===== src/rtl/core/lprr_pkg.sv =====
// Shared types, constants and helpers for the length-prefixed record ring.
// Used by lprr_store, lprr_ctrl and length_prefixed_record_ring.
// No dependencies.
package lprr_pkg;

	localparam int STORE_BYTES = 1024;
	localparam int HDR_BYTES   = 2;
	localparam int AW          = $clog2(STORE_BYTES);
	localparam int PW          = $clog2(STORE_BYTES + 1);
	localparam int LW          = 16;
	localparam int EW          = PW + LW + 1;

	typedef logic [AW-1:0] addr_t;
	typedef logic [PW-1:0] pos_t;
	typedef logic [LW-1:0] len_t;

	localparam len_t  WRAP_MARK     = 16'hFFFF;
	localparam pos_t  LAST_HDR_POS  = PW'(STORE_BYTES - HDR_BYTES);
	localparam addr_t MARK_LO_ADDR  = AW'(STORE_BYTES - 2);
	localparam addr_t MARK_HI_ADDR  = AW'(STORE_BYTES - 1);

	typedef enum logic [1:0] {
		OP_PUSH_START = 2'd0,
		OP_PUSH_BYTE  = 2'd1,
		OP_POP_BYTE   = 2'd2
	} op_t;

	typedef enum logic [1:0] {
		STAT_OK    = 2'd0,
		STAT_FULL  = 2'd1,
		STAT_EMPTY = 2'd2,
		STAT_SEQ   = 2'd3
	} status_t;

	typedef enum logic [3:0] {
		S_IDLE,
		S_DECIDE,
		S_MARK_LO,
		S_MARK_HI,
		S_HDR_LO,
		S_HDR_HI,
		S_RD_HHI,
		S_RD_HCHK,
		S_RD_DATA,
		S_RESP
	} state_t;

	typedef struct packed {
		logic       en;
		addr_t      addr;
		logic [7:0] data;
	} mem_wr_t;

	typedef struct packed {
		logic  en;
		addr_t addr;
	} mem_rd_t;

	typedef struct packed {
		status_t    status;
		logic [7:0] data_out;
		len_t       popped_length;
		logic       last_byte;
	} res_t;

	// positions with fewer than two bytes left go back to the base
	function automatic pos_t settle(pos_t p);
		return (32'(p) + HDR_BYTES > STORE_BYTES) ? '0 : p;
	endfunction

endpackage


===== src/rtl/core/lprr_ctrl.sv =====
// Sequencer of the record ring: decodes a word, runs the header, marker and
// data accesses on the byte store and keeps the ring pointers.
// Depends on lprr_pkg.
module lprr_ctrl (
	input  logic              clk,
	input  logic              arst_n,
	input  logic              in_valid,
	output logic              in_ready,
	input  logic [1:0]        in_op,
	input  lprr_pkg::len_t    in_len,
	input  logic [7:0]        in_din,
	output lprr_pkg::mem_wr_t wr,
	output lprr_pkg::mem_rd_t rd,
	input  logic [7:0]        rdata,
	output logic              res_valid,
	input  logic              res_ready,
	output lprr_pkg::res_t    res
);
	import lprr_pkg::*;

	state_t     state_q, state_d;

	logic [1:0] in_op_q;
	len_t       in_len_q;
	logic [7:0] in_din_q;
	pos_t       dest_q;
	logic [7:0] hdr_lo_q;
	len_t       plen_q;
	res_t       res_q;

	pos_t       commit_q;
	pos_t       wcur_q;
	pos_t       roff_q;
	pos_t       rcur_q;
	logic       never_q;
	len_t       push_left_q;
	len_t       pop_left_q;
	logic       pop_open_q;

	logic [EW-1:0] t_e, b_e, len_e, end_e;
	logic          wrap, full, too_long, need_mark, empty;
	pos_t          dest;
	len_t          hdr;
	logic          push_busy;
	res_t          res_dec;

	always_comb begin
		t_e       = EW'(commit_q);
		b_e       = EW'(roff_q);
		len_e     = EW'(in_len_q);
		end_e     = t_e + len_e + EW'(HDR_BYTES);
		wrap      = end_e > EW'(STORE_BYTES);
		too_long  = (in_len_q == WRAP_MARK) || (len_e > EW'(STORE_BYTES - HDR_BYTES));
		if (commit_q < roff_q) begin
			full = end_e >= b_e;
		end else if (wrap) begin
			full = (len_e + EW'(HDR_BYTES)) >= b_e;
		end else begin
			full = (end_e + EW'(HDR_BYTES) > EW'(STORE_BYTES)) && (roff_q == '0);
		end
		need_mark = wrap && (t_e + EW'(HDR_BYTES) <= EW'(STORE_BYTES));
		dest      = wrap ? '0 : commit_q;
		empty     = never_q || (roff_q == commit_q);
		hdr       = {rdata, hdr_lo_q};
		push_busy = push_left_q != '0;
	end

	// result fields fixed at decode
	always_comb begin
		res_dec = '0;
		case (in_op_q)
			OP_PUSH_START: begin
				if (push_busy) begin
					res_dec.status = STAT_SEQ;
				end else if (too_long || full) begin
					res_dec.status = STAT_FULL;
				end
			end
			OP_PUSH_BYTE: begin
				if (!push_busy) begin
					res_dec.status = STAT_SEQ;
				end else if (push_left_q == len_t'(1)) begin
					res_dec.last_byte = 1'b1;
				end
			end
			OP_POP_BYTE: begin
				if (!pop_open_q && empty) begin
					res_dec.status = STAT_EMPTY;
				end
			end
			default: res_dec.status = STAT_SEQ;
		endcase
	end

	// next state
	always_comb begin
		state_d = state_q;
		case (state_q)
			S_IDLE: begin
				if (in_valid) begin
					state_d = S_DECIDE;
				end
			end
			S_DECIDE: begin
				case (in_op_q)
					OP_PUSH_START: begin
						if (push_busy || too_long || full) begin
							state_d = S_RESP;
						end else if (need_mark) begin
							state_d = S_MARK_LO;
						end else begin
							state_d = S_HDR_LO;
						end
					end
					OP_POP_BYTE: begin
						if (pop_open_q) begin
							state_d = S_RD_DATA;
						end else if (empty) begin
							state_d = S_RESP;
						end else begin
							state_d = S_RD_HHI;
						end
					end
					default: state_d = S_RESP;
				endcase
			end
			S_MARK_LO: state_d = S_MARK_HI;
			S_MARK_HI: state_d = S_HDR_LO;
			S_HDR_LO:  state_d = S_HDR_HI;
			S_HDR_HI:  state_d = S_RESP;
			S_RD_HHI:  state_d = S_RD_HCHK;
			S_RD_HCHK: begin
				if (hdr == WRAP_MARK) begin
					state_d = S_RD_HHI;
				end else if (hdr == '0) begin
					state_d = S_RESP;
				end else begin
					state_d = S_RD_DATA;
				end
			end
			S_RD_DATA: state_d = S_RESP;
			S_RESP: begin
				if (res_ready) begin
					state_d = S_IDLE;
				end
			end
			default: state_d = S_IDLE;
		endcase
	end

	// store accesses and handshakes
	always_comb begin
		wr        = '0;
		rd        = '0;
		in_ready  = state_q == S_IDLE;
		res_valid = state_q == S_RESP;
		case (state_q)
			S_DECIDE: begin
				if (in_op_q == OP_PUSH_BYTE && push_busy) begin
					wr = '{en: 1'b1, addr: AW'(wcur_q), data: in_din_q};
				end else if (in_op_q == OP_POP_BYTE) begin
					if (pop_open_q) begin
						rd = '{en: 1'b1, addr: AW'(rcur_q)};
					end else if (!empty) begin
						rd = '{en: 1'b1, addr: AW'(roff_q)};
					end
				end
			end
			S_MARK_LO: wr = '{en: 1'b1, addr: AW'(commit_q), data: 8'hFF};
			S_MARK_HI: wr = '{en: 1'b1, addr: AW'(commit_q + pos_t'(1)), data: 8'hFF};
			S_HDR_LO:  wr = '{en: 1'b1, addr: AW'(dest_q), data: in_len_q[7:0]};
			S_HDR_HI:  wr = '{en: 1'b1, addr: AW'(dest_q + pos_t'(1)), data: in_len_q[15:8]};
			S_RD_HHI:  rd = '{en: 1'b1, addr: AW'(roff_q + pos_t'(1))};
			S_RD_HCHK: begin
				if (hdr == WRAP_MARK) begin
					rd = '{en: 1'b1, addr: '0};
				end else if (hdr != '0) begin
					rd = '{en: 1'b1, addr: AW'(roff_q + pos_t'(HDR_BYTES))};
				end
			end
			default: begin
				wr = '0;
				rd = '0;
			end
		endcase
	end

	assign res = res_q;

	// control state
	always_ff @(posedge clk or negedge arst_n) begin
		if (!arst_n) begin
			state_q     <= S_IDLE;
			commit_q    <= '0;
			wcur_q      <= '0;
			roff_q      <= LAST_HDR_POS;
			rcur_q      <= '0;
			never_q     <= 1'b1;
			push_left_q <= '0;
			pop_left_q  <= '0;
			pop_open_q  <= 1'b0;
		end else begin
			state_q <= state_d;
			case (state_q)
				S_DECIDE: begin
					if (in_op_q == OP_PUSH_BYTE && push_busy) begin
						wcur_q      <= wcur_q + pos_t'(1);
						push_left_q <= push_left_q - len_t'(1);
						if (push_left_q == len_t'(1)) begin
							commit_q <= settle(wcur_q + pos_t'(1));
							never_q  <= 1'b0;
						end
					end
				end
				S_HDR_HI: begin
					wcur_q      <= dest_q + pos_t'(HDR_BYTES);
					push_left_q <= in_len_q;
					if (in_len_q == '0) begin
						commit_q <= settle(dest_q + pos_t'(HDR_BYTES));
						never_q  <= 1'b0;
					end
				end
				S_RD_HCHK: begin
					if (hdr == WRAP_MARK) begin
						roff_q <= '0;
					end else begin
						pop_left_q <= hdr;
						rcur_q     <= roff_q + pos_t'(HDR_BYTES);
						if (hdr == '0) begin
							roff_q <= settle(roff_q + pos_t'(HDR_BYTES));
						end else begin
							pop_open_q <= 1'b1;
						end
					end
				end
				S_RD_DATA: begin
					rcur_q     <= rcur_q + pos_t'(1);
					pop_left_q <= pop_left_q - len_t'(1);
					if (pop_left_q == len_t'(1)) begin
						roff_q     <= settle(rcur_q + pos_t'(1));
						pop_open_q <= 1'b0;
					end
				end
				default: begin
				end
			endcase
		end
	end

	// word and result payload
	always_ff @(posedge clk) begin
		case (state_q)
			S_IDLE: begin
				if (in_valid) begin
					in_op_q  <= in_op;
					in_len_q <= in_len;
					in_din_q <= in_din;
				end
			end
			S_DECIDE: begin
				res_q  <= res_dec;
				dest_q <= dest;
			end
			S_HDR_HI: begin
				if (in_len_q == '0) begin
					res_q.last_byte <= 1'b1;
				end
			end
			S_RD_HHI: hdr_lo_q <= rdata;
			S_RD_HCHK: begin
				plen_q <= hdr;
				if (hdr == '0) begin
					res_q.last_byte <= 1'b1;
				end
			end
			S_RD_DATA: begin
				res_q.data_out      <= rdata;
				res_q.popped_length <= plen_q;
				if (pop_left_q == len_t'(1)) begin
					res_q.last_byte <= 1'b1;
				end
			end
			default: begin
			end
		endcase
	end

endmodule

===== config.mk =====
export PLATFORM = sky130hd
export DESIGN_NAME = lprr_ctrl
export DESIGN_NICKNAME = d
export VERILOG_FILES = /design/src/rtl/core/lprr_pkg.sv /design/src/rtl/core/lprr_ctrl.sv
export SDC_FILE = /design/constraint.sdc
export NUM_CORES = 1
export LEC_CHECK = 0
export ABC_AREA = 1
export BUFFER_PORTS_ARGS = -buffer_cell sky130_fd_sc_hd__clkbuf_2
export CAP_MARGIN = 25
export CORE_UTILIZATION = 62
export DETAILED_ROUTE_END_ITERATION = 7
export PLACE_DENSITY = 0.82
export SYNTH_ARGS = -nofsm -noshare
export SYNTH_HDL_FRONTEND = slang
export SYNTH_SLANG_ARGS = --single-unit

===== constraint.sdc =====
create_clock -name clk -period 4.45 [get_ports clk]
set_input_delay 0.89 -clock clk [delete_from_list [all_inputs] [get_ports clk]]
set_output_delay 0.89 -clock clk [all_outputs]
set_load 0.005 [all_outputs]

==> Word-level counts from Yosys, hierarchy flattened <==
Index checks and enable logic that the tools add are counted.
{ "totals": {"mem_bits_ro": 0, "mem_bits_rw": 0, "mem_count": 0, "inputBits": 38, "latchBits": 0, "word_cells": 166, "regBits": 170} }
{ "classes": {"bitwise_logic": 0, "reduce_logical": 30, "multipliers": 0, "addsub": 18, "n_eq_ne": 26, "n_lt_le_gt_ge": 11, "div": 0, "n_mux": 62, "shift": 0} }
{ "ops": {"columns": ["operator", "n"], "rows": [
  ["two-way mux 11 bit", 18],
  ["one-hot mux 19 bit (5 select lines)", 1],
  ["one-hot mux 11 bit (2 select lines)", 4],
  ["one-hot mux 16 bit (2 select lines)", 2],
  ["adder 11 x 2 -> 12 bit (second input constant)", 5],
  ["> comparator 12 x 11 -> 1 bit (second input constant)", 4],
  ["one-hot mux 24 bit (2 select lines)", 1],
  ["one-hot mux 4 bit (9 select lines)", 1],
  ["one-hot mux 11 bit (3 select lines)", 1],
  ["equality test 16 x 1 -> 1 bit (second input constant)", 2],
  ["equality test 16 bit (second input constant)", 2],
  ["logical NOT 16 bit", 2],
  ["two-way mux 16 bit", 2],
  ["nonzero test 16 bit", 2],
  ["subtractor 16 x 1 -> 16 bit (second input constant)", 2],
  ["adder 10 x 1 -> 10 bit (second input constant)", 3],
  ["two-way mux 4 bit", 6],
  ["adder 11 x 1 -> 11 bit (second input constant)", 2],
  ["adder 11 x 2 -> 11 bit (second input constant)", 2],
  ["adder 18 x 2 -> 19 bit (second input constant)", 1],
  ["> comparator 19 x 11 -> 1 bit (second input constant)", 1],
  ["two-way mux 19 bit", 1],
  ["adder 17 x 2 -> 18 bit (second input constant)", 1],
  ["greater-or-equal comparator 18 x 11 -> 1 bit", 1],
  ["36 further kinds", 80]
]} }

==> Depth between registers and ports, before layout <==
{ "depth": {"depth_word": 11, "ltp_mapped": 28, "depth_no_buf": 28} }

==> Worst setup path after synthesis <==
OpenSTA, ideal clock, no wires.
{ "synth_timing": {"kind": "register to register", "startpoint": "reg in_len_q[1]", "endpoint": "reg res_q, in the netlist res[25] (data pin)", "path_stages_with_launch": 27, "required_time_ns": 4.190, "n_path_buf": 0, "setup_ns": 0.260, "synth_period_minus_slack_ns": 3.442, "slack_ns": 1.008, "t_arrival_ns": 3.182, "cell_sequence": "edfxtp_1 inv_1 ha_1 inv_1 ha_1 inv_1 fa_1 inv_1 nand3_1 nand2_1 nand2_1 nand2_1 nand2_1 nand2_1 ha_1 nand2_1 inv_1 o21ai_0 nand2_1 nor4b_1 nand2_1 nand2_1 nand2_1 a21oi_2 nand2_1 nand2_1 a21oi_1"} }
{ "synth_rtl": {"columns": ["element", "line", "text"], "rows": [
  ["start, declared", "lprr_ctrl.sv:24", "len_t in_len_q;"],
  ["start signal, assigned", "lprr_ctrl.sv:256", "in_len_q <= in_len;"],
  ["end signal, assigned", "lprr_ctrl.sv:261", "res_q <= res_dec;"],
  ["end, declared", "lprr_ctrl.sv:29", "res_t res_q;"]
]} }

==> summary.md <==
| Metric | Value |
|---|---|
| WL/cell | 17.2 um |
| GRT Overall Usage | 0.353 |
| Hpwl dp | 25.8 mm |
| Buffer and inverter count on the worst path | 5 |
| Number of flops mapped to enable cells by yosys | 88 |
| CP arrival | 3270 ps |
| Mean Syn Cell Area | 7.34 um2 |
| CTS tree | built |
| First-pass DRT Iterations | 6 |
| Hold buffers post-CTS | 0 |
| Post-layout min period | 4160 ps |
| Final net count | 1,894 |
| CP Depth | 16 |
| First-pass GRT wire length | 55.8 mm |
| Rel. slew slack | 0.359 |
| Share of cells above drive strength 1 | 0.111 |
| Cell family with most CP delay | simple AND/OR/NAND/NOR gates |
| Outcome | finished, final reports clean |
| Primary FF master, synth | edfxtp_1 |
| Critical Path Fanout Max | 22 |
| Startpoint Class | flip-flop |
| Initial Util | 0.634 |
| Fillers | 1,624 |
| Worst Hold Depth | 0 |
| Leak | 6.46 nW |
| Core footprint | 19,500 um2 |
| Vias post-DR | 12.3k |
| Pwr/cell area | 501 nW/um2 |
| Crit path capture type | primary output |
| Clock Sinks | 170 |
| I/O Buffers | 96 |
| Die area | 20,500 um2 |
| Iter 0 DRT Violations | 1,208 |
| Skew final | 17.5 ps |
| Critical Path RT | 3560 ps |
| Maximum buffer depth of the clock tree | 2 |
| Peak per-stage delay on the critical path | 390 ps |
| Syn Nets | 1,800 |
| FF+latch count, synth | 170 |
| # diodes | 0 |
| Unique cell type count in the Yosys netlist | 63 |
| Site Rows | 51 |
| Chip Height | 143 um |
| Routed wire length | 35.3 mm |
| Avg Vias per Cell | 5.99 |
| Post-route setup TNS | 0 ps |
| Synth Warn # | 0 |
| TritonCTS Buffers | 17 |
| Tot Pwr | 6.92 mW |
| Reg clk slew, reported paths | 80 ps |
| Grt total ovfl | 0 |
| Htree depth | 4 |
| Die X | 143 um |
| Layout area overhead | 11.5% |
| Clock latency on the worst-skew pair | 450 ps |
| Worst hold slack | 478 ps |
| Register area share after synthesis | 0.380 |
| Most used cell, CP | nand2_1 |
| CTS resizes | 0 |
| Mapped Cells | 1,687 |
| Async S/R FF share, synth | 0.482 |
| Final hold violations | 0 |
| Unrepaired setup endpoints after global routing | no |
| Number of max-cap violations | 0 |
| Routability cong. | 0.983 |
| Crit Path Category | reg -> out |
| Critical-path cell list | inv_1 > ha_1 > nand2_1 > nor2_1 > inv_2 > nor2_1 > nand2_1 > nand2_1 > nor2_1 > inv_1 > nor2_4 > inv_2 > o22ai_1 > a21oi_1 > nand2_1 > clkbuf_2 |
| Root buffer cell | clkbuf_16 |
| Worst r2r path cells | 26 |
| Remaining DRCs | 0 |
| Tightest Pin Transition | 960 ps |
| Synth Cell Area | 12,400 um2 |
| Slowest CP cell | dfrtp_1 |
| Tcrit/Tclk final | 0.934 |
| FMAX | 241 MHz |
| Post-route ant nets | 0 |
| Final setup vio count | 0 |
| Final slew viol count | 0 |
| Initial antenna violation count | 0 |
| HP Class | reg -> reg |
| Top Ports | 97 |
| Vias in the first global route | 11.3k |
| Max IR drop VDD | 416 uV |
| Largest net degree at the start of global routing | 69 |
## Yosys cell counts, types with 6 or more instances
cell type  instances  area share
o21ai_0          117       0.047
inv_1            248       0.075
clkbuf_1          22      0.0067
nor4_1            14      0.0071
o211ai_1          12      0.0073
dfrtp_1           72        0.15
nand3_1          119       0.048
edfxtp_1          88        0.21
ha_1              74       0.075
a22oi_1           10      0.0061
o22ai_1            8      0.0040
a21oi_1           54       0.022
nand4_1           41       0.021
xnor2_1            7      0.0050
dfstp_2           10       0.021
xor2_1            29       0.021
nand2_1          371        0.11
buf_1              6      0.0018
o221ai_1          12      0.0085
a31oi_1           13      0.0066
inv_2             12      0.0036
buf_2              7      0.0028
o2111ai_1         17       0.012
nor2_1           227       0.069
nor3_1            29       0.012
## final timing paths
check,end,slack (ps),from
worst max register to register,res[25],540,in_len_q[1]
worst min register to register,plen_q[7],480,hdr_lo_q[7]
max in group asynchronous,roff_q[1],3000,arst_n
worst min-delay path,plen_q[7],480,hdr_lo_q[7]
worst max-delay path,wr[11],290,push_left_q[0]
min in group asynchronous,wcur_q[5],540,arst_n
## report_power, final
group	total, mW	internal, mW	switching (mW)	leakage, nW
Combinational	2.82	0.971	1.85	4.28
Sequential	2.51	2.14	0.373	1.87
Clock	1.58	0.780	0.804	0.305
## metal layers
| layer | track usage | routed length, um | up-vias |
|---|---|---|---|
| met2 | 0.555 | 15700 | 723 |
| met5 | 0 | 0 | - |
| met4 | 0.179 | 1580 | 0 |
| met3 | 0.0623 | 3460 | 137 |
| met1 | 0.469 | 14600 | 5631 |
| li1 | - | - | 5849 |
## area by class of cell
cell class                      count  area, um2  area share
Tap cell                          265        332      0.0240
Sequential cell                   170       4710       0.341
Clock inverter                     15        216      0.0157
Timing Repair Buffer              113        611      0.0442
Inverter                          263        987      0.0715
Multi-Input combinational cell   1216       6530       0.473
Clock buffer                       17        425      0.0308
## cell usage in the layout, fill, tap and decap left out, types with 13 or more instances in the layout
master | synthesis | final
nand3_1 | 119 | 119
nor3_1 | 29 | 29
o21ai_0 | 117 | 117
a31oi_1 | 13 | 13
clkbuf_2 | 0 | 95
buf_4 | 2 | 18
nor4_1 | 14 | 14
a21oi_1 | 54 | 54
o2111ai_1 | 17 | 17
ha_1 | 74 | 74
edfxtp_1 | 88 | 88
xor2_1 | 29 | 29
nand4_1 | 41 | 41
nor2_1 | 227 | 225
dfrtp_1 | 72 | 72
inv_1 | 248 | 248
nand2_1 | 371 | 370
clkbuf_16 | 0 | 17
## state kept, by name (all words and copies together) (netlist names)
signal and count:
rcur_q 11, plen_q 16, in_op_q 2, roff_q 11
state_q 4, hdr_lo_q 8, in_din_q 8, dest_q 11
commit_q 11, wcur_q 11, pop_open_q 1, push_left_q 16
in_len_q 16, res 27, pop_left_q 16, never_q 1
## kinds of logic (layout without fill, tap and decap cells)
kind of cell	after synthesis	in the layout	share of synthesized area
simple gates	833	834	0.291
buf+inv	302	408	0.0940
compound gates	270	270	0.132
flops	170	170	0.380
fa+ha+maj	75	75	0.0764
xor+xnor	36	36	0.0255
mux	1	1	0.000909
## stage by stage
stage / worst slack, ps / instance area, um2 / instances / utilization
floorplan: 1010 / 12400 / 1687 / -
global placement: 713 / 13200 / 2026 / 0.674
detailed placement: 587 / 13200 / 2026 / 0.674
CTS: 360 / 13800 / 2058 / 0.707
global route: 131 / 13800 / 2059 / 0.707
finish: 293 / 13800 / 2059 / 0.707
## what timing repair did
item                       4_1_cts  5_1_grt
hold endpoints to repair         0        0
setup endpoints to repair        0        1
setup buffers                    0        0
(Power assumes the default switching activity.)
